==> src/bpdc_pkg.sv <==
`timescale 1ns / 1ps
// ----------------------------------------------------------------------------
// bpdc_pkg
// Shared widths, register indexes and reset values of the button press
// duration classifier.
// ----------------------------------------------------------------------------
package bpdc_pkg;

    localparam int TIME_W      = 32;
    localparam int LIMIT_W     = 16;
    localparam int TOTAL_W     = 16;
    localparam int CFG_IDX_W   = 4;
    localparam int CFG_DATA_W  = 16;

    // stream payload widths, rounded up to whole bytes
    localparam int IN_BITS     = 1 + TIME_W;
    localparam int IN_DATA_W   = ((IN_BITS + 7) / 8) * 8;
    localparam int OUT_BITS    = 6 + TOTAL_W + TIME_W + TIME_W;
    localparam int OUT_DATA_W  = ((OUT_BITS + 7) / 8) * 8;

    typedef enum logic [CFG_IDX_W-1:0] {
        CFG_ACTIVE_LEVEL  = 4'd0,
        CFG_MIN_PRESS     = 4'd1,
        CFG_FIRST_LIMIT   = 4'd2,
        CFG_SECOND_LIMIT  = 4'd3
    } t_cfg_idx;

    localparam logic               RST_ACTIVE_LEVEL = 1'b1;
    localparam logic [LIMIT_W-1:0] RST_MIN_PRESS    = 16'd50;
    localparam logic [LIMIT_W-1:0] RST_FIRST_LIMIT  = 16'd1000;
    localparam logic [LIMIT_W-1:0] RST_SECOND_LIMIT = 16'd5000;

    // one result item
    typedef struct packed {
        logic [TIME_W-1:0]  time_in_state_ms;
        logic [TIME_W-1:0]  last_press_ms;
        logic [TOTAL_W-1:0] press_total;
        logic               release_over_second;
        logic               release_over_first;
        logic               release_valid;
        logic               held_over_second;
        logic               held_over_first;
        logic               is_pressed;
    } t_result;

endpackage

==> src/button_press_duration_classifier_top.sv <==
`timescale 1ns / 1ps
// ----------------------------------------------------------------------------
// button_press_duration_classifier_top
// Classifies button presses by duration from timestamped pin samples.
// ----------------------------------------------------------------------------
// Takes one pin sample with its millisecond timestamp per item and returns one
// result item per sample. Throughput is one item per clock while the output
// is not stalled; an input register feeds the result register, with the press
// state updated by a single subtract-and-compare stage between them. The
// result register is held while m_axis_tready is low and the input side keeps
// accepting as long as the result register is free or being drained.
// Configuration writes take effect at once and are accepted in every cycle.
module button_press_duration_classifier_top
    import bpdc_pkg::*;
#(
    parameter int COUNT_BITS = 16
) (
    input  logic                  i_clk,
    input  logic                  i_rst_n,
    input  logic                  s_axis_tvalid,
    output logic                  s_axis_tready,
    // [0] pin_level, [32:1] now_ms, rest zero
    input  logic [IN_DATA_W-1:0]  s_axis_tdata,
    output logic                  m_axis_tvalid,
    input  logic                  m_axis_tready,
    // [0] is_pressed, [1] held_over_first, [2] held_over_second,
    // [3] release_valid, [4] release_over_first, [5] release_over_second,
    // [21:6] press_total, [53:22] last_press_ms, [85:54] time_in_state_ms,
    // rest zero
    output logic [OUT_DATA_W-1:0] m_axis_tdata,
    input  logic                  i_cfg_valid,
    output logic                  o_cfg_ready,
    input  logic [CFG_IDX_W-1:0]  i_cfg_index,
    input  logic [CFG_DATA_W-1:0] i_cfg_data
);

    // configuration
    logic               r_active_level;
    logic [LIMIT_W-1:0] r_min_press;
    logic [LIMIT_W-1:0] r_first_limit;
    logic [LIMIT_W-1:0] r_second_limit;

    // input register
    logic              r_in_valid;
    logic              r_pin;
    logic [TIME_W-1:0] r_now;

    // press state
    logic                  r_held;
    logic [TIME_W-1:0]     r_edge_time;
    logic [COUNT_BITS-1:0] r_cnt;
    logic [TIME_W-1:0]     r_press_len;
    logic [1:0]            r_hold;
    logic [2:0]            r_rel;

    logic                  n_held;
    logic [TIME_W-1:0]     n_edge_time;
    logic [COUNT_BITS-1:0] n_cnt;
    logic [TIME_W-1:0]     n_press_len;
    logic [1:0]            n_hold;
    logic [2:0]            n_rel;

    // result register
    logic    r_out_valid;
    t_result r_out;
    t_result w_res;

    logic              w_out_free;
    logic              w_adv;
    logic              w_hit;
    logic [TIME_W-1:0] w_el;
    logic              w_over_min;
    logic              w_over_first;
    logic              w_over_second;
    logic [TIME_W-1:0] w_cnt_ext;

    assign o_cfg_ready   = 1'b1;
    assign w_out_free    = !r_out_valid || m_axis_tready;
    assign w_adv         = r_in_valid && w_out_free;
    assign s_axis_tready = !r_in_valid || w_out_free;

    assign w_hit         = (r_pin == r_active_level);
    assign w_el          = r_now - r_edge_time;
    assign w_over_min    = w_el > TIME_W'(r_min_press);
    assign w_over_first  = w_el > TIME_W'(r_first_limit);
    assign w_over_second = w_el > TIME_W'(r_second_limit);

    always_comb begin
        n_held      = r_held;
        n_edge_time = r_edge_time;
        n_cnt       = r_cnt;
        n_press_len = r_press_len;
        n_hold      = r_hold;
        n_rel       = r_rel;
        if (w_hit) begin
            if (!r_held) begin
                // press edge
                n_held      = 1'b1;
                n_rel       = 3'b000;
                n_cnt       = r_cnt + COUNT_BITS'(1);
                n_edge_time = r_now;
            end else begin
                n_hold = r_hold | {w_over_second, w_over_first};
            end
        end else begin
            if (r_held) begin
                // release edge
                n_held      = 1'b0;
                n_hold      = 2'b00;
                n_press_len = w_el;
                n_edge_time = r_now;
                if (w_over_min) begin
                    n_rel = {w_over_second, w_over_first, 1'b1};
                end else begin
                    n_cnt = r_cnt - COUNT_BITS'(1);
                end
            end else begin
                n_rel = 3'b000;
            end
        end
    end

    assign w_cnt_ext = TIME_W'(n_cnt);

    always_comb begin
        w_res.is_pressed          = n_held;
        w_res.held_over_first     = n_hold[0];
        w_res.held_over_second    = n_hold[1];
        w_res.release_valid       = n_rel[0];
        w_res.release_over_first  = n_rel[1];
        w_res.release_over_second = n_rel[2];
        w_res.press_total         = w_cnt_ext[TOTAL_W-1:0];
        w_res.last_press_ms       = n_press_len;
        // edge time moved to now on either edge
        w_res.time_in_state_ms    = (n_edge_time == r_edge_time) ? w_el : '0;
        if (w_hit != r_held) begin
            w_res.time_in_state_ms = '0;
        end
    end

    assign m_axis_tvalid = r_out_valid;
    assign m_axis_tdata  = OUT_DATA_W'(r_out);

    always_ff @(posedge i_clk) begin
        if (!i_rst_n) begin
            r_active_level <= RST_ACTIVE_LEVEL;
            r_min_press    <= RST_MIN_PRESS;
            r_first_limit  <= RST_FIRST_LIMIT;
            r_second_limit <= RST_SECOND_LIMIT;
        end else if (i_cfg_valid) begin
            unique case (i_cfg_index)
                CFG_ACTIVE_LEVEL: r_active_level <= i_cfg_data[0];
                CFG_MIN_PRESS:    r_min_press    <= i_cfg_data[LIMIT_W-1:0];
                CFG_FIRST_LIMIT:  r_first_limit  <= i_cfg_data[LIMIT_W-1:0];
                CFG_SECOND_LIMIT: r_second_limit <= i_cfg_data[LIMIT_W-1:0];
                default: ;
            endcase
        end
    end

    always_ff @(posedge i_clk) begin
        if (!i_rst_n) begin
            r_in_valid <= 1'b0;
        end else if (s_axis_tready) begin
            r_in_valid <= s_axis_tvalid;
        end
        if (s_axis_tvalid && s_axis_tready) begin
            r_pin <= s_axis_tdata[0];
            r_now <= s_axis_tdata[TIME_W:1];
        end
    end

    always_ff @(posedge i_clk) begin
        if (!i_rst_n) begin
            r_held      <= 1'b0;
            r_edge_time <= '0;
            r_cnt       <= '0;
            r_press_len <= '0;
            r_hold      <= 2'b00;
            r_rel       <= 3'b000;
            r_out_valid <= 1'b0;
        end else begin
            if (w_out_free) begin
                r_out_valid <= r_in_valid;
            end
            if (w_adv) begin
                r_held      <= n_held;
                r_edge_time <= n_edge_time;
                r_cnt       <= n_cnt;
                r_press_len <= n_press_len;
                r_hold      <= n_hold;
                r_rel       <= n_rel;
            end
        end
        if (w_adv) begin
            r_out <= w_res;
        end
    end

    // hold flags only live while the button is held
    a_hold_needs_held: assert property (@(posedge i_clk) disable iff (!i_rst_n)
        (r_hold != 2'b00) |-> r_held)
        else $error("hold flag set while released");

    // release pulse only on a released sample
    a_rel_not_held: assert property (@(posedge i_clk) disable iff (!i_rst_n)
        r_rel[0] |-> !r_held)
        else $error("release pulse while held");

    // over marks come only with a release pulse
    a_rel_marks: assert property (@(posedge i_clk) disable iff (!i_rst_n)
        (r_rel[1] || r_rel[2]) |-> r_rel[0])
        else $error("release mark without release pulse");

    // press state moves only when an item is processed
    a_state_hold: assert property (@(posedge i_clk) disable iff (!i_rst_n)
        !w_adv |=> ($stable(r_cnt) && $stable(r_edge_time) && $stable(r_held)))
        else $error("press state changed without an item");

    // a stalled result keeps its item
    a_out_hold: assert property (@(posedge i_clk) disable iff (!i_rst_n)
        (r_out_valid && !m_axis_tready) |=> (r_out_valid && $stable(r_out)))
        else $error("stalled result item lost");

endmodule

==> config.mk <==
export PLATFORM = sky130hd
export DESIGN_NAME = button_press_duration_classifier_top
export DESIGN_NICKNAME = d
export VERILOG_FILES = /design/src/bpdc_pkg.sv /design/src/button_press_duration_classifier_top.sv
export SDC_FILE = /design/constraint.sdc
export NUM_CORES = 1
export LEC_CHECK = 0
export BUFFER_PORTS_ARGS = -buffer_cell sky130_fd_sc_hd__buf_2
export CAP_MARGIN = 15
export CORE_MARGIN = 2
export CORE_UTILIZATION = 62
export CTS_CLUSTER_DIAMETER = 150
export DETAILED_ROUTE_END_ITERATION = 8
export PLACE_DENSITY = 0.84
export REMOVE_ABC_BUFFERS = 1
export SYNTH_ARGS = -nofsm -noshare
export SYNTH_HDL_FRONTEND = slang
export SYNTH_SLANG_ARGS = --single-unit
export TNS_END_PERCENT = 1
==> constraint.sdc <==
create_clock -name i_clk -period 11.2 [get_ports i_clk]
set_input_delay 1.68 -clock i_clk [delete_from_list [all_inputs] [get_ports i_clk]]
set_output_delay 1.68 -clock i_clk [all_outputs]
set_load 0.02 [all_outputs]
==> impl_metrics.env <==
export IMPL_cap_viol_max_count=0
export IMPL_clk_insertion_delay_late_ps=530
export IMPL_fp_dieW_um=150
export IMPL_path_cells="inv_1, ha_1, fa_1, nand2b_1, a21oi_1, o21bai_1, a211oi_1, nor2_1, xor2_1, inv_1, ha_1, nand3_1, o22ai_1, o21ai_0, nand2b_1, a21oi_1, o21ai_0, a21oi_1, a31oi_1, or3_1, o211ai_1, o311a_1"
export IMPL_floorplan_die_area_um2=22600
export IMPL_initial_antenna_violation_count=0
export IMPL_core_region_area_um2=21000
export IMPL_critPathCaptureType="flip-flop"
export IMPL_route_detailed_wl_per_inst_um=17.1
export IMPL_clk_pin_slew_worst_paths_ps=60
export IMPL_post_synth_cell_area_avg_um2=8.93
export IMPL_numPortBuffers=145
export IMPL_final_min_clock_period_ps=5510
export IMPL_crit_path_max_fanout=12
export IMPL_ctsRootBufferMaster="clkbuf_16"
export IMPL_floorplan_initialDensity=0.631
export IMPL_worstHoldPathCells=2
export IMPL_dp_slack_ps=5780
export IMPL_timing_hold_violations_final=0
export IMPL_vias_per_cell=5.86
export IMPL_post_route_period_util=0.492
export IMPL_drc_errors=0
export IMPL_yosys_most_used_dff="dfxtp_1"
export IMPL_irDropWorstVdd_mv=0.148
export IMPL_post_synth_inst_count=1485
export IMPL_layout_area_overhead_vs_synth_pct=12.8
export IMPL_share_of_post_route_cells_with_drive_strength_above_1=0.137
export IMPL_num_vias=11100
export IMPL_finalPower_mw=2.27
export IMPL_routed_wirelength_um=32200
export IMPL_regToRegSetupSlack_ps=5690
export IMPL_critical_path_slowest_cell="a31oi_1"
export IMPL_final_core_util=0.712
export IMPL_setup_worst_path_class="flip-flop to flip-flop"
export IMPL_r2r_cells=22
export IMPL_cts_resized_gates=0
export IMPL_seqCellArea_um2=6320
export IMPL_synth_ff_latch_count=256
export IMPL_area_of_combinational_cells_with_multiple_inputs_um2=6260
export IMPL_holdBufCountCts=0
export IMPL_finalWeightedCongestion=0.955
export IMPL_final_setup_tns_ps=0
export IMPL_cp_slowest_stage_delay_ps=620
export IMPL_min_delay_start="r_edge_time[20]"
export IMPL_detailedPlacementHpwl_um=22500
export IMPL_final_design_area_no_fill_um2=15000
export IMPL_finalWorstSetupSlack_ps=5690
export IMPL_grt_pass1_wl_um=50900
export IMPL_clock_sinks=256
export IMPL_antenna_cells=0
export IMPL_number_of_setup_violations_in_the_final_report=0
export IMPL_whs_ps=453
export IMPL_grt_max_degree=70
export IMPL_place_inst=1841
export IMPL_place_area_um2=14100
export IMPL_worst_pin_slew_ps=1090
export IMPL_r2r_start="r_now[0]"
export IMPL_num_cts_buffers=27
export IMPL_nFillCells=1610
export IMPL_detailedRoute_firstPassIterationCount=5
export IMPL_clock_skew_ps=17.3
export IMPL_synth_cell_types=82
export IMPL_worst_setup_path_start_kind="flip-flop"
export IMPL_setup_repair_after_global_routing_missed_its_margin="false"
export IMPL_worstPathArrival_ps=5780
export IMPL_rows=53
export IMPL_setup_fix_bufs_post_cts=0
export IMPL_timing_critical_path_required_ps=11480
export IMPL_design_portCount=156
export IMPL_ys_warn_count=0
export IMPL_final_antenna_net_count=0
export IMPL_synth_seq_area_share=0.476
export IMPL_result_of_the_run="finished clean"
export IMPL_slew_limit_headroom=0.268
export IMPL_grt_total_usage=0.283
export IMPL_nets=1743
export IMPL_crit_path_frequent_cell="a21oi_1"
export IMPL_synth_cell_area_um2=13300
export IMPL_dieHeight_um=150
export IMPL_timing_final_max_slew_violations=0
export IMPL_min_path_type="flip-flop to flip-flop"
export IMPL_htree_levels=1
export IMPL_max_clock_path_buffers=3
export IMPL_regToRegEndpoint="m_axis_tdata[7]"
export IMPL_leakage_nw=5.93
export IMPL_synth_enable_flop_cells=119
export IMPL_drt_iter0_drc=878
export IMPL_grt_pass1_vias=10400
export IMPL_tritoncts="done"
export IMPL_fmax_mhz=182
export IMPL_number_of_non_filler_instances_in_the_completed_layout=1891
export IMPL_global_route_overflow_total=0
export IMPL_holdPathEnd="r_edge_time[20]"
export IMPL_async_flop_share=0
export IMPL_power_per_cell_area_nw_per_um2=151
==> cells by family (layout without fill, tap and decap cells) <==
family | Yosys count | after routing | synth area share
fa+ha+maj | 82 | 82 | 0.0779
simple gates | 574 | 574 | 0.196
buf+inv | 180 | 310 | 0.0530
mux | 6 | 6 | 0.00453
xor+xnor | 41 | 41 | 0.0276
compound gates | 344 | 344 | 0.164
other cells | 2 | 3 | 0.000566
flops | 256 | 256 | 0.476
==> synthesized netlist by cell type, drive strengths merged (4+ instances only) <==
cell type  count  area, µm²
a211oi         6       50.1
a21boi         4       30.0
a21o          22        165
a21oi        147        743
a2bb2oi        5       43.8
a311o          5       50.1
a31oi         18        113
and2          18        113
and3          14       87.6
buf           18       95.1
clkbuf        58        218
dfxtp        137       2740
edfxtp       119       3570
ha            81       1010
inv          104        390
mux2i          6       60.1
nand2        305       1140
nand2b        16        100
nand3         35        175
nand4         25        156
nor2          88        330
nor2b          7       43.8
nor3          33        170
nor4          10       92.6
o2111ai        5       43.8
o211ai        20        150
o21a          10       75.1
o21ai         56        280
o21bai         4       30.0
o22ai          4       25.0
or2            9       56.3
xnor2         23        201
xor2          18        165
==> critical path, delay by kind of cell, from the launching register on <==
| family | cells | cell delay (ps) |
|---|---|---|
| buf+inv | 2 | 230 |
| simple gates | 5 | 970 |
| flops | 1 | 340 |
| fa+ha+maj | 3 | 960 |
| xor+xnor | 1 | 340 |
| compound gates | 11 | 2440 |
==> flip-flops by register name (all words and copies together), names as in the netlist, 2 cells and up <==
register and count:
m_axis_tdata 86, r_cnt 16, r_edge_time 32, r_first_limit 16, r_hold 2, r_min_press 16
r_now 32, r_press_len 32, r_rel 3, r_second_limit 16
==> placed cells by master, fill, tap and decap left out, types with 9 or more instances in the layout <==
cell type,Yosys,layout
a21o_1,22,22
a21oi_1,145,145
a31oi_1,18,18
and2_1,18,18
and3_1,14,14
buf_2,7,145
buf_4,3,11
clkbuf_16,0,27
dfxtp_1,137,137
edfxtp_1,119,119
ha_1,81,81
inv_1,104,102
nand2_1,305,305
nand2b_1,16,15
nand3_1,35,35
nand4_1,25,25
nor2_1,88,86
nor3_1,32,32
o211ai_1,20,20
o21a_1,10,10
o21ai_0,47,47
o21ai_1,9,9
xnor2_1,23,23
xor2_1,17,17
==> worst max path at each step <==
| stage | start | to | slack (ps) | cells after the start |
|---|---|---|---|---|
| 3_5_place_dp | r_now[0] | m_axis_tdata[7] | 5780 | 22 |
| 3_3_place_gp | r_now[0] | m_axis_tdata[8] | 5860 | 22 |
| 2_1_floorplan | m_axis_tready | r_edge_time[0] | 4000 | 6 |
| 5_1_grt | r_now[0] | m_axis_tdata[7] | 5370 | 22 |
| 6_report | r_now[0] | m_axis_tdata[7] | 5690 | 22 |
| 4_1_cts | r_now[0] | m_axis_tdata[7] | 5760 | 22 |
==> where the power goes <==
group	internal (mW)	total (mW)	switching [mW]	leakage (nW)
logic	0.132	0.390	0.258	3.26
registers	1.02	1.04	0.0187	2.26
clock network	0.484	0.834	0.350	0.406
total	1.64	2.27	0.626	5.93
==> layout make-up <==
| cell class | count | area share |
|---|---|---|
| clock buffers | 37 | 0.0497 |
| clock inverters | 12 | 0.00544 |
| inverters | 104 | 0.0263 |
| multi-input cells | 1050 | 0.419 |
| flip-flops and latches | 256 | 0.422 |
| well taps | 275 | 0.0230 |
| repair buffers | 157 | 0.0550 |
==> routing by layer <==
metal / up-vias / GRT usage / routed length [µm]
li1: 5420 / - / -
met1: 5185 / 0.358 / 13600
met2: 415 / 0.497 / 15600
met3: 60 / 0.0439 / 2180
met4: 0 / 0.0925 / 839
met5: - / 0 / 0
Power figures use the tool's default switching activity.
